===== config.mk =====
export PLATFORM = sky130hd
export DESIGN_NAME = iuhc_accum
export DESIGN_NICKNAME = d
export VERILOG_FILES = /design/src/hdl/iuhc_pkg.sv /design/src/hdl/iuhc_accum.sv
export SDC_FILE = /design/constraint.sdc
export NUM_CORES = 1
export LEC_CHECK = 0
export BUFFER_PORTS_ARGS = -buffer_cell sky130_fd_sc_hd__buf_2
export CAP_MARGIN = 15
export CORE_MARGIN = 2
export CORE_UTILIZATION = 44
export DETAILED_ROUTE_END_ITERATION = 12
export GPL_ROUTABILITY_DRIVEN = 1
export PLACE_DENSITY = 0.62
export SYNTH_ARGS = -nofsm -noshare
export SYNTH_HDL_FRONTEND = slang
export SYNTH_SLANG_ARGS = --single-unit

===== constraint.sdc =====
create_clock -name i_clk -period 8.8 [get_ports i_clk]
set_input_delay 0 -clock i_clk [delete_from_list [all_inputs] [get_ports i_clk]]
set_output_delay 0 -clock i_clk [all_outputs]
set_load 0.02 [all_outputs]

===== src/hdl/iuhc_pkg.sv =====
// Types, constants and header offsets of the IPv4/UDP header checker.
`timescale 1ns / 1ps

package iuhc_pkg;

    // Width of the saturating byte counter.
    localparam int OFFSET_BITS = 16;
    // Width used when the counter is compared against 20 plus the UDP length.
    localparam int CMP_W = ((OFFSET_BITS > 16) ? OFFSET_BITS : 16) + 1;

    typedef logic [OFFSET_BITS-1:0] t_offset;

    localparam logic [7:0] FIRST_BYTE_OK = 8'h45;

    localparam logic [7:0] PROTO_ICMP = 8'd1;
    localparam logic [7:0] PROTO_IPIP = 8'd4;
    localparam logic [7:0] PROTO_TCP  = 8'd6;
    localparam logic [7:0] PROTO_UDP  = 8'd17;

    typedef enum logic [2:0] {
        CLASS_OTHER = 3'd0,
        CLASS_UDP   = 3'd1,
        CLASS_ICMP  = 3'd2,
        CLASS_TCP   = 3'd3,
        CLASS_IPIP  = 3'd4
    } t_proto_class;

    // Byte offsets within the captured packet.
    localparam t_offset OFF_FIRST    = t_offset'(0);
    localparam t_offset OFF_LEN_HI   = t_offset'(2);
    localparam t_offset OFF_LEN_LO   = t_offset'(3);
    localparam t_offset OFF_PROTO    = t_offset'(9);
    localparam t_offset OFF_IPCS_HI  = t_offset'(10);
    localparam t_offset OFF_IPCS_LO  = t_offset'(11);
    localparam t_offset OFF_SRC      = t_offset'(12);
    localparam t_offset OFF_UDP      = t_offset'(20);
    localparam t_offset OFF_UDPCS_HI = t_offset'(26);
    localparam t_offset OFF_UDPCS_LO = t_offset'(27);
    localparam t_offset OFF_PAYLOAD  = t_offset'(28);

    typedef struct packed {
        logic [7:0] data_byte;
        logic       last_byte;
    } t_in_word;

    typedef struct packed {
        logic         decoded;
        logic [7:0]   protocol;
        t_proto_class protocol_class;
        logic [15:0]  total_length;
        logic [31:0]  source_addr;
        logic [31:0]  dest_addr;
        logic         ip_checksum_ok;
        logic         udp_present;
        logic [15:0]  source_port;
        logic [15:0]  dest_port;
        logic [15:0]  udp_length;
        logic         udp_checksum_ok;
    } t_out_word;

    // Packet state frozen on the final byte, handed from accumulation to verdict.
    typedef struct packed {
        t_offset     count;
        logic [7:0]  first_byte;
        logic [7:0]  proto;
        logic [15:0] total_length;
        logic [63:0] addr;
        logic [15:0] ip_csum;
        logic [15:0] udp_csum;
        logic [47:0] port_len;
        logic [19:0] header_sum;
        logic [31:0] udp_sum;
    } t_snap;

endpackage


===== src/hdl/iuhc_accum.sv =====
// Per-byte field capture and running checksum sums, with the end-of-packet snapshot.
`timescale 1ns / 1ps

module iuhc_accum import iuhc_pkg::*; (
    input  logic     i_clk,
    input  logic     i_rst_n,
    input  logic     i_valid,
    input  t_in_word i_word,
    output logic     o_ready,
    output logic     o_snap_valid,
    output t_snap    o_snap,
    input  logic     i_snap_ready
);

    logic        r_snap_valid;
    t_snap       r_snap;

    t_offset     r_offset, n_offset;
    logic [19:0] r_header_sum, n_header_sum;
    logic [31:0] r_udp_sum, n_udp_sum;
    logic [7:0]  r_first_byte, n_first_byte;
    logic [7:0]  r_proto, n_proto;
    logic [15:0] r_length, n_length;
    logic [63:0] r_addr, n_addr;
    logic [15:0] r_ip_csum, n_ip_csum;
    logic [15:0] r_udp_csum, n_udp_csum;
    logic [47:0] r_port_len, n_port_len;

    logic        accept;
    logic        active;
    logic [15:0] w;
    logic [CMP_W-1:0] off_x, udp_end;
    logic [7:0]  b;

    assign o_ready      = !r_snap_valid || i_snap_ready;
    assign accept       = i_valid && o_ready;
    assign o_snap_valid = r_snap_valid;
    assign o_snap       = r_snap;

    assign b       = i_word.data_byte;
    assign active  = ~&r_offset;
    assign w       = r_offset[0] ? {8'h00, b} : {b, 8'h00};
    assign off_x   = CMP_W'(r_offset);
    assign udp_end = CMP_W'(r_port_len[15:0]) + CMP_W'(OFF_UDP);

    always_comb begin
        n_offset     = r_offset;
        n_header_sum = r_header_sum;
        n_udp_sum    = r_udp_sum;
        n_first_byte = r_first_byte;
        n_proto      = r_proto;
        n_length     = r_length;
        n_addr       = r_addr;
        n_ip_csum    = r_ip_csum;
        n_udp_csum   = r_udp_csum;
        n_port_len   = r_port_len;
        if (active) begin
            n_offset = r_offset + t_offset'(1);
            if (r_offset == OFF_FIRST) begin
                n_first_byte = b;
            end
            if (r_offset == OFF_LEN_HI || r_offset == OFF_LEN_LO) begin
                n_length = {r_length[7:0], b};
            end
            if (r_offset == OFF_PROTO) begin
                n_proto = b;
            end
            if (r_offset == OFF_IPCS_HI || r_offset == OFF_IPCS_LO) begin
                n_ip_csum = {r_ip_csum[7:0], b};
            end
            if (r_offset < OFF_UDP && r_offset != OFF_IPCS_HI && r_offset != OFF_IPCS_LO) begin
                n_header_sum = r_header_sum + 20'(w);
            end
            if (r_offset >= OFF_SRC && r_offset < OFF_UDP) begin
                n_addr    = {r_addr[55:0], b};
                n_udp_sum = r_udp_sum + 32'(w);
            end
            if (r_offset >= OFF_UDP && r_offset < OFF_UDPCS_HI) begin
                n_port_len = {r_port_len[39:0], b};
            end
            if (r_offset == OFF_UDPCS_HI || r_offset == OFF_UDPCS_LO) begin
                n_udp_csum = {r_udp_csum[7:0], b};
            end
            // Payload words past the UDP header, only as far as the UDP length reaches.
            if (r_offset >= OFF_PAYLOAD && off_x < udp_end) begin
                n_udp_sum = r_udp_sum + 32'(w);
            end
        end
    end

    always_ff @(posedge i_clk) begin
        if (!i_rst_n || (accept && i_word.last_byte)) begin
            r_offset     <= '0;
            r_header_sum <= '0;
            r_udp_sum    <= '0;
            r_first_byte <= '0;
            r_proto      <= '0;
            r_length     <= '0;
            r_addr       <= '0;
            r_ip_csum    <= '0;
            r_udp_csum   <= '0;
            r_port_len   <= '0;
        end else if (accept) begin
            r_offset     <= n_offset;
            r_header_sum <= n_header_sum;
            r_udp_sum    <= n_udp_sum;
            r_first_byte <= n_first_byte;
            r_proto      <= n_proto;
            r_length     <= n_length;
            r_addr       <= n_addr;
            r_ip_csum    <= n_ip_csum;
            r_udp_csum   <= n_udp_csum;
            r_port_len   <= n_port_len;
        end
    end

    always_ff @(posedge i_clk) begin
        if (!i_rst_n) begin
            r_snap_valid <= 1'b0;
        end else if (accept && i_word.last_byte) begin
            r_snap_valid <= 1'b1;
        end else if (i_snap_ready) begin
            r_snap_valid <= 1'b0;
        end
    end

    always_ff @(posedge i_clk) begin
        if (accept && i_word.last_byte) begin
            r_snap.count        <= n_offset;
            r_snap.first_byte   <= n_first_byte;
            r_snap.proto        <= n_proto;
            r_snap.total_length <= n_length;
            r_snap.addr         <= n_addr;
            r_snap.ip_csum      <= n_ip_csum;
            r_snap.udp_csum     <= n_udp_csum;
            r_snap.port_len     <= n_port_len;
            r_snap.header_sum   <= n_header_sum;
            r_snap.udp_sum      <= n_udp_sum;
        end
    end

endmodule


==> impl_metrics.yaml, run 1 <==
status:
  run_status: "complete, no violations"
critical_path:
  startpoint_type: "register"
  crit_start: "r_offset[4]"
  timing.rr.end: "r_udp_sum[3]"
  worst_r2r_startpoint: "r_offset[4]"
  crit_arrival_ns: 4.51
  critical_path_required_ns: 9.24
  crit_path_end: "r_udp_sum[3]"
  rrSetupSlack_ns: 4.73
  worst_r2r_path_depth: 9
  path_max_fanout: 65
  endpoint_kind: "register"
  critical_path_class: "reg -> reg"
clocking:
  cts_made_buffers: 51
  cts_num_sinks: 489
  cts-htree-levels: 2
  worst_skew_pair.late_latency_ns: 0.60
  ctsRootBufferMaster: "clkbuf_16"
  cts.hold.buffers_added: 10
  cts.reportedPaths.clkPinSlew_ns: 0.06
  tritoncts: "built"
  clock_path_buffers: 3
  cts_repair_resize_count: 0
  post_cts_setup_buffers: 0
detailed_routing:
  drt_pre_antenna_iters: 5
  first_iter_violations: 1262
  drcViolationCount: 0
  totalWireLength_mm: 53.9
  final_antenna_net_count: 0
  vias_per_cell: 5.37
  vias: 15500
  wire_per_inst_um: 18.7
synth:
  avgSynthCellArea_um2: 10.7
  flip_flop_and_latch_count_after_synthesis: 489
  syn_nets: 2079
  post_synth_design_cell_area_um2: 21500
  synth-edff-count: 244
  synth.lib_cells_used.distinct: 62
  synth_flop_cell: "dfxtp_1"
  synth.yosys.seq_area_share_pct: 56.8
  synthesis.instances: 2012
  async_flop_share_pct: 0
  synth-warning-count: 0
grt:
  vias_in_the_first_global_route: 15100
  pin_count_of_the_biggest_net_entering_global_routing: 218
  track_usage_pct: 20.9
  grt_antenna_before_repair: 1
  grt-ovfl-total: 0
  met3_usage_pct: 5.55
  met1_usage_pct: 27.2
  grt_pass1_wl_mm: 83.6
  gr-usage-met2_pct: 33.5
  gr-max-usage-layer: "met2"
floorplanning:
  die_y_um: 225
  core_region_area_um2: 48600
  die_width_um: 225
  io-pin-count: 259
  initial_core_utilization_pct: 44.2
  floorplan.die_area_um2: 50700
  fp-row-count: 81
sta:
  grt_setup_unrepaired: "no"
  final_critical_path_time_including_i_o_delays_and_setup_ns: 4.07
  timing_max_transition_violations_final: 0
  worstMarginPinSlew_ns: 1.23
  worst_hold_slack_across_all_endpoints_ns: 0.0824
  final-hold-violation-count: 0
  setup_viol: 0
  fmax_achieved_mhz: 246
  timing.final.ws_setup_ns: 4.73
  clock_skew_after_layout_ns: 0.0199
  tns_ns: 0
  worst_slew_margin_rel_pct: 17.8
  timing.final.crit_share_pct: 46.3
cells_and_area:
  antenna_cells: 0
  postLayoutCellArea_um2: 25100
  final.fill_count: 4296
  area_growth_pct: 16.9
  post_route_utilization_pct: 51.7
  post_route_cells_drive_above_1_share_pct: 25.4
  final_nets: 2292
  layoutNonFillerInstCount: 2889
hold_path:
  worstHoldPathType: "in -> reg"
  min_delay_path_depth: 4
pwr:
  power_density_nw_per_um2: 211
  vdd_ir_drop_max_v: 0.000157
  p_leak_nw: 9.84
  finalPower_mw: 5.30
job:
  cap_viol_max_count: 0
place:
  post-place-cells: 2784
  post-dp-hpwl_mm: 34.4
  buffer_ports.inserted: 258
  pre_cts_slack_ns: 4.68
  gpl.final_weighted_congestion: 0.856
  dpl_cell_area_um2: 23300
==> worst max-delay path, cell delays in order (launching register included) <==
cell and delay (ns):
dfxtp_1 0.68, and3b_1 0.27, o2111ai_4 0.19, buf_4 0.70
o221ai_1 0.28, a41o_1 0.32, o21ai_2 0.85, mux2_2 0.44
nor2_1 0.09, nor3_1 0.06
==> where the power goes <==
part           leakage, nW  switching (mW)  internal, mW
Sequential            4.31          0.0490          2.50
Combinational         4.67           0.336         0.170
Clock                0.858           0.904          1.34
==> worst min path at each step <==
stage               startpoint      endpoint  slack (ns)
global placement       i_rst_n  o_snap_valid        0.30
floorplan              i_rst_n  o_snap_valid        0.15
CTS                    i_valid  r_offset[14]        0.07
finish                 i_valid  r_offset[14]        0.08
global route           i_valid  r_offset[12]        0.13
detailed placement     i_rst_n  o_snap_valid        0.31
==> state kept, by name (all words and copies together) (netlist names), 20 cells and up <==
signal / cells
o_snap: 244
r_udp_sum: 32
r_header_sum: 20
r_port_len: 48
r_addr: 64
==> cell families after synthesis <==
kind of cell,Yosys count,synth area share (%)
buffers and inverters,139,2.60
DFF,489,56.8
and+or+nand+nor,795,16.5
muxes,206,10.8
AOI/OAI and AO/OA,253,6.99
xor gates and xnor gates,76,3.09
adders and majority gates,54,3.21
==> routing by layer <==
metal	part of all wire, %	wire, um	vias to the layer above
li1	-	-	7527
met1	43	23400	7494
met2	47	25200	400
met3	6.9	3690	97
met4	3.2	1700	0
met5	0	0	-
==> Yosys cell counts (9+ instances only) <==
master    number  area share [%]
nor2_1       286             5.0
dfxtp_1      245              23
nand2_1      245             4.3
edfxtp_1     244              34
mux2_2       203              11
a21oi_1      143             3.3
nor3_1       135             3.1
clkbuf_1     101             1.8
ha_1          52             3.0
xnor2_1       42             1.7
o21ai_0       35            0.81
xor2_1        34             1.4
nand3_1       20            0.47
inv_1         18            0.31
nand2b_1      17            0.49
o31ai_1       14            0.49
or3_1         14            0.41
nand4_1       12            0.35
and2_1        11            0.32
or4_1         11            0.38
a211oi_1      10            0.35
a21o_1        10            0.35
buf_2          9            0.21
==> layout make-up <==
cell class	count	area, um^2	share of cell area, %
clock inverter	22	325	1.29
sequential	489	12200	48.6
multi-input combinational	1384	8790	35.0
clock buffer	73	1430	5.68
timing repair buffer	281	1510	6.02
tap	622	778	3.09
inverter	18	75.1	0.299
==> cells in the final DEF (no fill, tap or decap), drive strengths merged, types with 5 or more instances in the layout <==
cell type / Yosys / routed
o21bai: 7 / 7
or3: 14 / 14
or2: 7 / 7
a211oi: 10 / 10
o21a: 8 / 8
clkinv: 0 / 14
nor2: 286 / 286
clkbuf: 101 / 73
a21o: 10 / 10
o31ai: 14 / 14
nor4: 7 / 7
and4: 5 / 5
dlygate4sd3: 0 / 10
buf: 20 / 271
nor2b: 8 / 8
a21oi: 143 / 143
inv: 18 / 19
ha: 52 / 52
edfxtp: 244 / 244
nand2: 246 / 246
xnor2: 42 / 42
nand4: 12 / 12
or4: 12 / 12
dfxtp: 245 / 245
nor3: 136 / 136
mux2: 203 / 203
bufinv: 0 / 7
nand2b: 17 / 17
and3: 5 / 5
o21ai: 35 / 35
nand3: 20 / 20
and2: 13 / 13
xor2: 34 / 34
Note: power is estimated with default switching activity, not from simulation.
==> inputs of run 2 (changes only) <==
- ABC_AREA: not set -> 1
- clock period: 8.8 -> 4.1 ns (I/O delays scaled with it)
==> run 2 against run 1 <==
Synthesized cell count grew 36%. Worst hold slack gained 0.0011 ns. Area after synthesis grew 6.0%. Critical path depth grew 10. Combinational power grew to 3.3 times the previous value. Maximum frequency grew 19%. Largest power group unchanged.
==> impl_metrics.yaml, run 2 <==
pwr:
  power_density_nw_per_um2: 454
  p_leak_nw: 12.6
  vdd_ir_drop_max_v: 0.000329
clocking:
  tritoncts: "built"
  cts_made_buffers: 53
  clock_path_buffers: 3
  cts-htree-levels: 2
  worst_skew_pair.late_latency_ns: 0.62
  cts.reportedPaths.clkPinSlew_ns: 0.06
  post_cts_setup_buffers: 0
  ctsRootBufferMaster: "clkbuf_16"
  cts_num_sinks: 489
grt:
  grt-ovfl-total: 0
  track_usage_pct: 22.3
  grt_antenna_before_repair: 0
  pin_count_of_the_biggest_net_entering_global_routing: 218
  vias_in_the_first_global_route: 17600
  grt_pass1_wl_mm: 94.8
detailed_routing:
  vias_per_cell: 5.13
  wire_per_inst_um: 16.7
  drt_pre_antenna_iters: 5
  final_antenna_net_count: 0
  drcViolationCount: 0
  vias: 18900
  totalWireLength_mm: 61.5
  first_iter_violations: 1457
synth:
  synth.lib_cells_used.distinct: 42
  avgSynthCellArea_um2: 8.34
  yosys.area.top_type: "edfxtp_1"
  post_synth_design_cell_area_um2: 22800
  synth.yosys.seq_area_share_pct: 53.6
  synth_commonest_cells: "inv_1 (495), nand2_1 (444), a21oi_1 (277)"
  syn_nets: 2804
  synthesis.instances: 2737
  synthMostInstantiatedCell: "inv_1"
  synth_top_area_share_pct: 32.1
  flip_flop_and_latch_count_after_synthesis: 489
  async_flop_share_pct: 0
  synth-edff-count: 244
  synth_flop_cell: "dfxtp_1"
  synth-warning-count: 0
  synth.area.top_cells: "edfxtp_1 (32%), dfxtp_1 (21%), inv_1 (8.1%), nand2_1 (7.3%), a21oi_1 (6.1%)"
sta:
  worst_slew_margin_rel_pct: 35.0
  final_critical_path_time_including_i_o_delays_and_setup_ns: 3.41
  final-hold-violation-count: 0
  clock_skew_after_layout_ns: 0.0358
  setup_viol: 0
  timing.final.crit_share_pct: 83.1
  worstMarginPinSlew_ns: 0.974
  timing_max_transition_violations_final: 0
  fmax_achieved_mhz: 293
  grt_setup_unrepaired: "no"
  tns_ns: 0
critical_path:
  startpoint_type: "register"
  endpoint_kind: "register"
  critical_path_class: "reg -> reg"
  crit_arrival_ns: 3.92
  cp_cell_sequence: "inv_1 > nand2_1 > nand3_1 > nor4_1 > nand3_1 > nor2_1 > xnor2_1 > ha_1 > inv_1 > o21bai_1 > nor2_1 > nor2_1 > nand2_2 > nand2_4 > nand2_1 > nand2_1 > nand3_1 > nand2_1 > inv_1"
  critical_path.most_common_cell: "nand2_1"
  critical-path-max-stage-delay_ns: 0.53
  critical-path-slowest-cell: "nand2_4"
  critical_path_required_ns: 4.62
  path_max_fanout: 60
status:
  run_status: "complete, no violations"
cells_and_area:
  antenna_cells: 0
  final_common_cell: "inv_1"
  post_route_cells_drive_above_1_share_pct: 14.2
  final.fill_count: 4825
  final_nets: 3018
  largest_reg_flops: 244
  area_growth_pct: 16.0
  layoutNonFillerInstCount: 3676
  layout.cells.most_common_list: "inv_1 (493), nand2_1 (440), a21oi_1 (277)"
place:
  post-place-cells: 3566
  buffer_ports.inserted: 258
  post-dp-hpwl_mm: 42.1
  gpl.final_weighted_congestion: 0.892
hold_path:
  worstHoldPathType: "in -> reg"
job:
  cap_viol_max_count: 0
floorplanning:
  io-pin-count: 259
  die_width_um: 232
  floorplan.die_area_um2: 53700
  fp-row-count: 83
  core_region_area_um2: 51300
  initial_core_utilization_pct: 44.5
  die_y_um: 232
## run 2: cell count changes after synthesis, sizes merged, moves of 17 or more
cell    change
nand3      +66
inv       +483
mux2      -203
nor2       -57
a21oi     +134
xnor2      -26
clkbuf     -18
buf        +26
nand2b     -17
o21ai     +366
nand2     +213
nor3      -122
## run 2: cell type report
| cell class | instances | area (um^2) | area share, % |
|---|---|---|---|
| clock buffer | 63 | 1370 | 5.19 |
| clock inverter | 37 | 317 | 1.20 |
| multi-input combinational | 1618 | 8160 | 30.8 |
| inverter | 501 | 1890 | 7.14 |
| timing repair buffer | 288 | 1640 | 6.20 |
| tap | 680 | 851 | 3.21 |
| sequential | 489 | 12200 | 46.2 |
## run 2: cells by family (layout without fill, tap and decap cells)
logic type                 Yosys count  in the layout  synth area share (%)
AOI/OAI and AO/OA                  702            702                  16.0
xor gates and xnor gates            40             40                  1.54
adders and majority gates           54             54                  3.03
buffers and inverters              630            889                  10.9
DFF                                489            489                  53.6
and+or+nand+nor                    822            822                  15.0
## run 2: repair_timing
action	CTS	global route
hold buffers	10	0
gates resized for setup	0	0
hold endpoints to repair	31	0
## run 2: layer usage
layer,up-vias,track usage [%],part of all wire (%)
met4,0,7.67,3.0
met3,102,3.51,5.7
met2,572,36.2,47
met5,-,0,0
met1,8881,30.4,45
li1,9320,-,-
## run 2: critical path, delay by kind of cell, from the launching register on
family	cells	cell delay (ns)
simple gates	13	2.18
flops	1	0.41
compound gates	1	0.12
fa+ha+maj	1	0.24
xor+xnor	1	0.13
buf+inv	3	0.17
## run 2: worst paths after layout
check / from / endpoint / slack [ns] / cells past startpoint
worst max-delay path: r_port_len[4] / r_udp_sum[21] / 0.69 / 19
worst min-delay path: i_valid / r_addr[16] / 0.08 / 4
worst max register to register: r_port_len[4] / r_udp_sum[21] / 0.69 / 19
worst min register to register: r_udp_csum[9] / r_udp_csum[9] / 0.54 / 2
## run 2: power by group
part | switching [mW] | total [mW] | internal [mW]
clock network | 2.04 | 4.65 | 2.61
registers | 0.186 | 5.67 | 5.48
logic | 1.19 | 1.69 | 0.500
## run 2: per-stage QoR
stage               utilization (%)  hold slack (ns)  instance area, um^2  power (mW)  setup slack, ns
finish                         51.6           0.0835                26500        12.0            0.691
global route                   51.6            0.109                26500        12.5            0.277
CTS                            51.6           0.0602                26500        12.1            0.674
detailed placement             48.1            0.237                24700        7.46            0.672
global placement               48.1            0.236                24700        7.41            0.779
floorplan                         -           0.0970                22800        6.99           -0.566
==> inputs of run 3 (changes only) <==
- PLACE_DENSITY: 0.62 -> 0.64
- clock period: 4.1 -> 2.9 ns (I/O delays scaled with it)
==> run 3 against run 2 <==
The flow now finishes with violations (negative setup slack). Critical path depth did not move. Maximum frequency rose by 17%. Clock power grew 47%. Critical path type unchanged. Largest cell class unchanged.
==> impl_metrics.yaml, run 3 (synthesized netlist as in run 2, its figures left out) <==
grt:
  grt_antenna_before_repair: 1
  vias_in_the_first_global_route: 17100
  pin_count_of_the_biggest_net_entering_global_routing: 218
  grt-ovfl-total: 0
  grt_pass1_wl_mm: 93.1
  track_usage_pct: 21.9
place:
  pre_cts_slack_ns: -0.0420
  gpl.final_weighted_congestion: 0.895
  buffer_ports.inserted: 258
  post-dp-hpwl_mm: 41.6
cells_and_area:
  layout.cells.most_common_list: "inv_1 (491), nand2_1 (404), a21oi_1 (277)"
  antenna_cells: 0
  final_nets: 3064
  largest_reg_flops: 244
  area_growth_pct: 20.2
  final_common_cell: "inv_1"
  post_route_cells_drive_above_1_share_pct: 17.9
  final.fill_count: 4690
detailed_routing:
  drt_pre_antenna_iters: 5
  first_iter_violations: 1632
  wire_per_inst_um: 16.5
  totalWireLength_mm: 61.6
  vias: 18900
  vias_per_cell: 5.08
  drcViolationCount: 0
  final_antenna_net_count: 0
critical_path:
  path_max_fanout: 8
  cp_cell_sequence: "nand2_2 > nand2_2 > nand3_4 > nor4_4 > nand3_2 > nor2_2 > xnor2_1 > ha_1 > inv_1 > o21bai_4 > nor2_4 > nand2_2 > nand2_4 > nand2_8 > buf_8 > nand3_2 > nand3_2 > nand2_1 > inv_1"
  endpoint_kind: "register"
  critical_path_required_ns: 3.38
  critical_path_class: "reg -> reg"
  startpoint_type: "register"
  critical-path-slowest-cell: "dfxtp_2"
  worst_path_dominant_cell_family: "simple AND/OR/NAND/NOR gates"
  worst-path-buf-inv: 3
  critical-path-max-stage-delay_ns: 0.36
  crit_arrival_ns: 3.39
  rrSetupSlack_ns: -0.008
floorplanning:
  die_width_um: 232
  floorplan.die_area_um2: 53700
  fp-row-count: 83
  io-pin-count: 259
  core_region_area_um2: 51300
  die_y_um: 232
  initial_core_utilization_pct: 44.5
sta:
  tns_ns: -0.00786
  worst_slew_margin_rel_pct: 35.3
  worst_hold_slack_across_all_endpoints_ns: 0.185
  worstMarginPinSlew_ns: 0.971
  fmax_achieved_mhz: 344
  final-hold-violation-count: 0
  grt_setup_unrepaired: "yes"
  timing.final.ws_setup_ns: -0.00786
  timing.final.crit_share_pct: 100
  timing_max_transition_violations_final: 0
  final_critical_path_time_including_i_o_delays_and_setup_ns: 2.91
  clock_skew_after_layout_ns: 0.0177
  setup_viol: 1
clocking:
  ctsRootBufferMaster: "clkbuf_16"
  cts-htree-levels: 2
  cts.reportedPaths.clkPinSlew_ns: 0.06
  tritoncts: "built"
  worst_skew_pair.late_latency_ns: 0.60
  clock_path_buffers: 3
  cts_num_sinks: 489
  cts_made_buffers: 53
pwr:
  power_density_nw_per_um2: 642
  finalPower_mw: 17.6
  vdd_ir_drop_max_v: 0.000448
  p_leak_nw: 13.1
hold_path:
  worstHoldPathType: "in -> reg"
job:
  cap_viol_max_count: 0
status:
  run_status: "finished with violations"
  violations: "negative setup slack"
run 3: cell count changes in the layout (fill, tap and decap cells not counted), sizes merged:
cell / delta
clkinv: -13
nand2: +1
inv: -1
dlygate4sd3: +1
clkbuf: +15
bufinv: +2
clkinvlp: -2
buf: +42
run 3: worst register-to-register path, stage by stage, from the launching register on:
cell,delay (ns)
dfxtp_2,0.36
nand2_2,0.06
nand2_2,0.09
nand3_4,0.08
nor4_4,0.31
nand3_2,0.13
nor2_2,0.14
xnor2_1,0.08
ha_1,0.28
inv_1,0.03
o21bai_4,0.17
nor2_4,0.13
nand2_2,0.07
nand2_4,0.15
nand2_8,0.15
buf_8,0.21
nand3_2,0.09
nand3_2,0.08
nand2_1,0.12
inv_1,0.05
run 3: what timing repair did:
action / in CTS / in global routing
buffers inserted: 0 / 5
hold endpoints to repair: 47 / 0
hold buffers: 11 / 0
setup endpoints to repair: 53 / 66
gates resized for setup: 9 / 105
pin swaps: 0 / 25
gates cloned: 1 / 3
run 3: layout make-up:
type	count	area, um^2	area share [%]
clock inverters	23	272	0.990
well taps	680	851	3.10
clock buffers	76	1490	5.44
multi-input cells	1619	8590	31.3
repair buffers	333	2100	7.65
inverters	501	1890	6.89
flip-flops and latches	489	12200	44.6
run 3: metal layers:
metal	share of wire [%]	track usage (%)	vias up
met3	6.3	3.16	79
met4	2.3	6.69	0
met5	0	0	-
met1	44	30.3	8825
met2	47	35.5	584
li1	-	-	9411
run 3: final timing paths:
| kind | startpoint | end | depth (start not counted) |
|---|---|---|---|
| worst max-delay path | r_port_len[3] | r_udp_sum[21] | 19 |
| worst min-delay path | i_valid | o_snap[98] | 6 |
| worst max register to register | r_port_len[3] | r_udp_sum[21] | 19 |
| worst min register to register | r_udp_csum[9] | r_udp_csum[9] | 2 |
run 3: power breakdown:
group	leakage (nW)	switching (mW)	internal (mW)
sequential	4.38	0.246	7.75
clock	0.868	2.78	4.04
combinational	7.84	1.88	0.918
run 3: metrics by stage:
step	instances	util, %	instance area, um^2
final	3721	53.5	27400
after global routing	3721	53.5	27400
after CTS	3713	52.5	26900
after detailed placement	3602	48.7	25000
after global placement	3602	48.7	25000
after floorplan	2737	-	22800
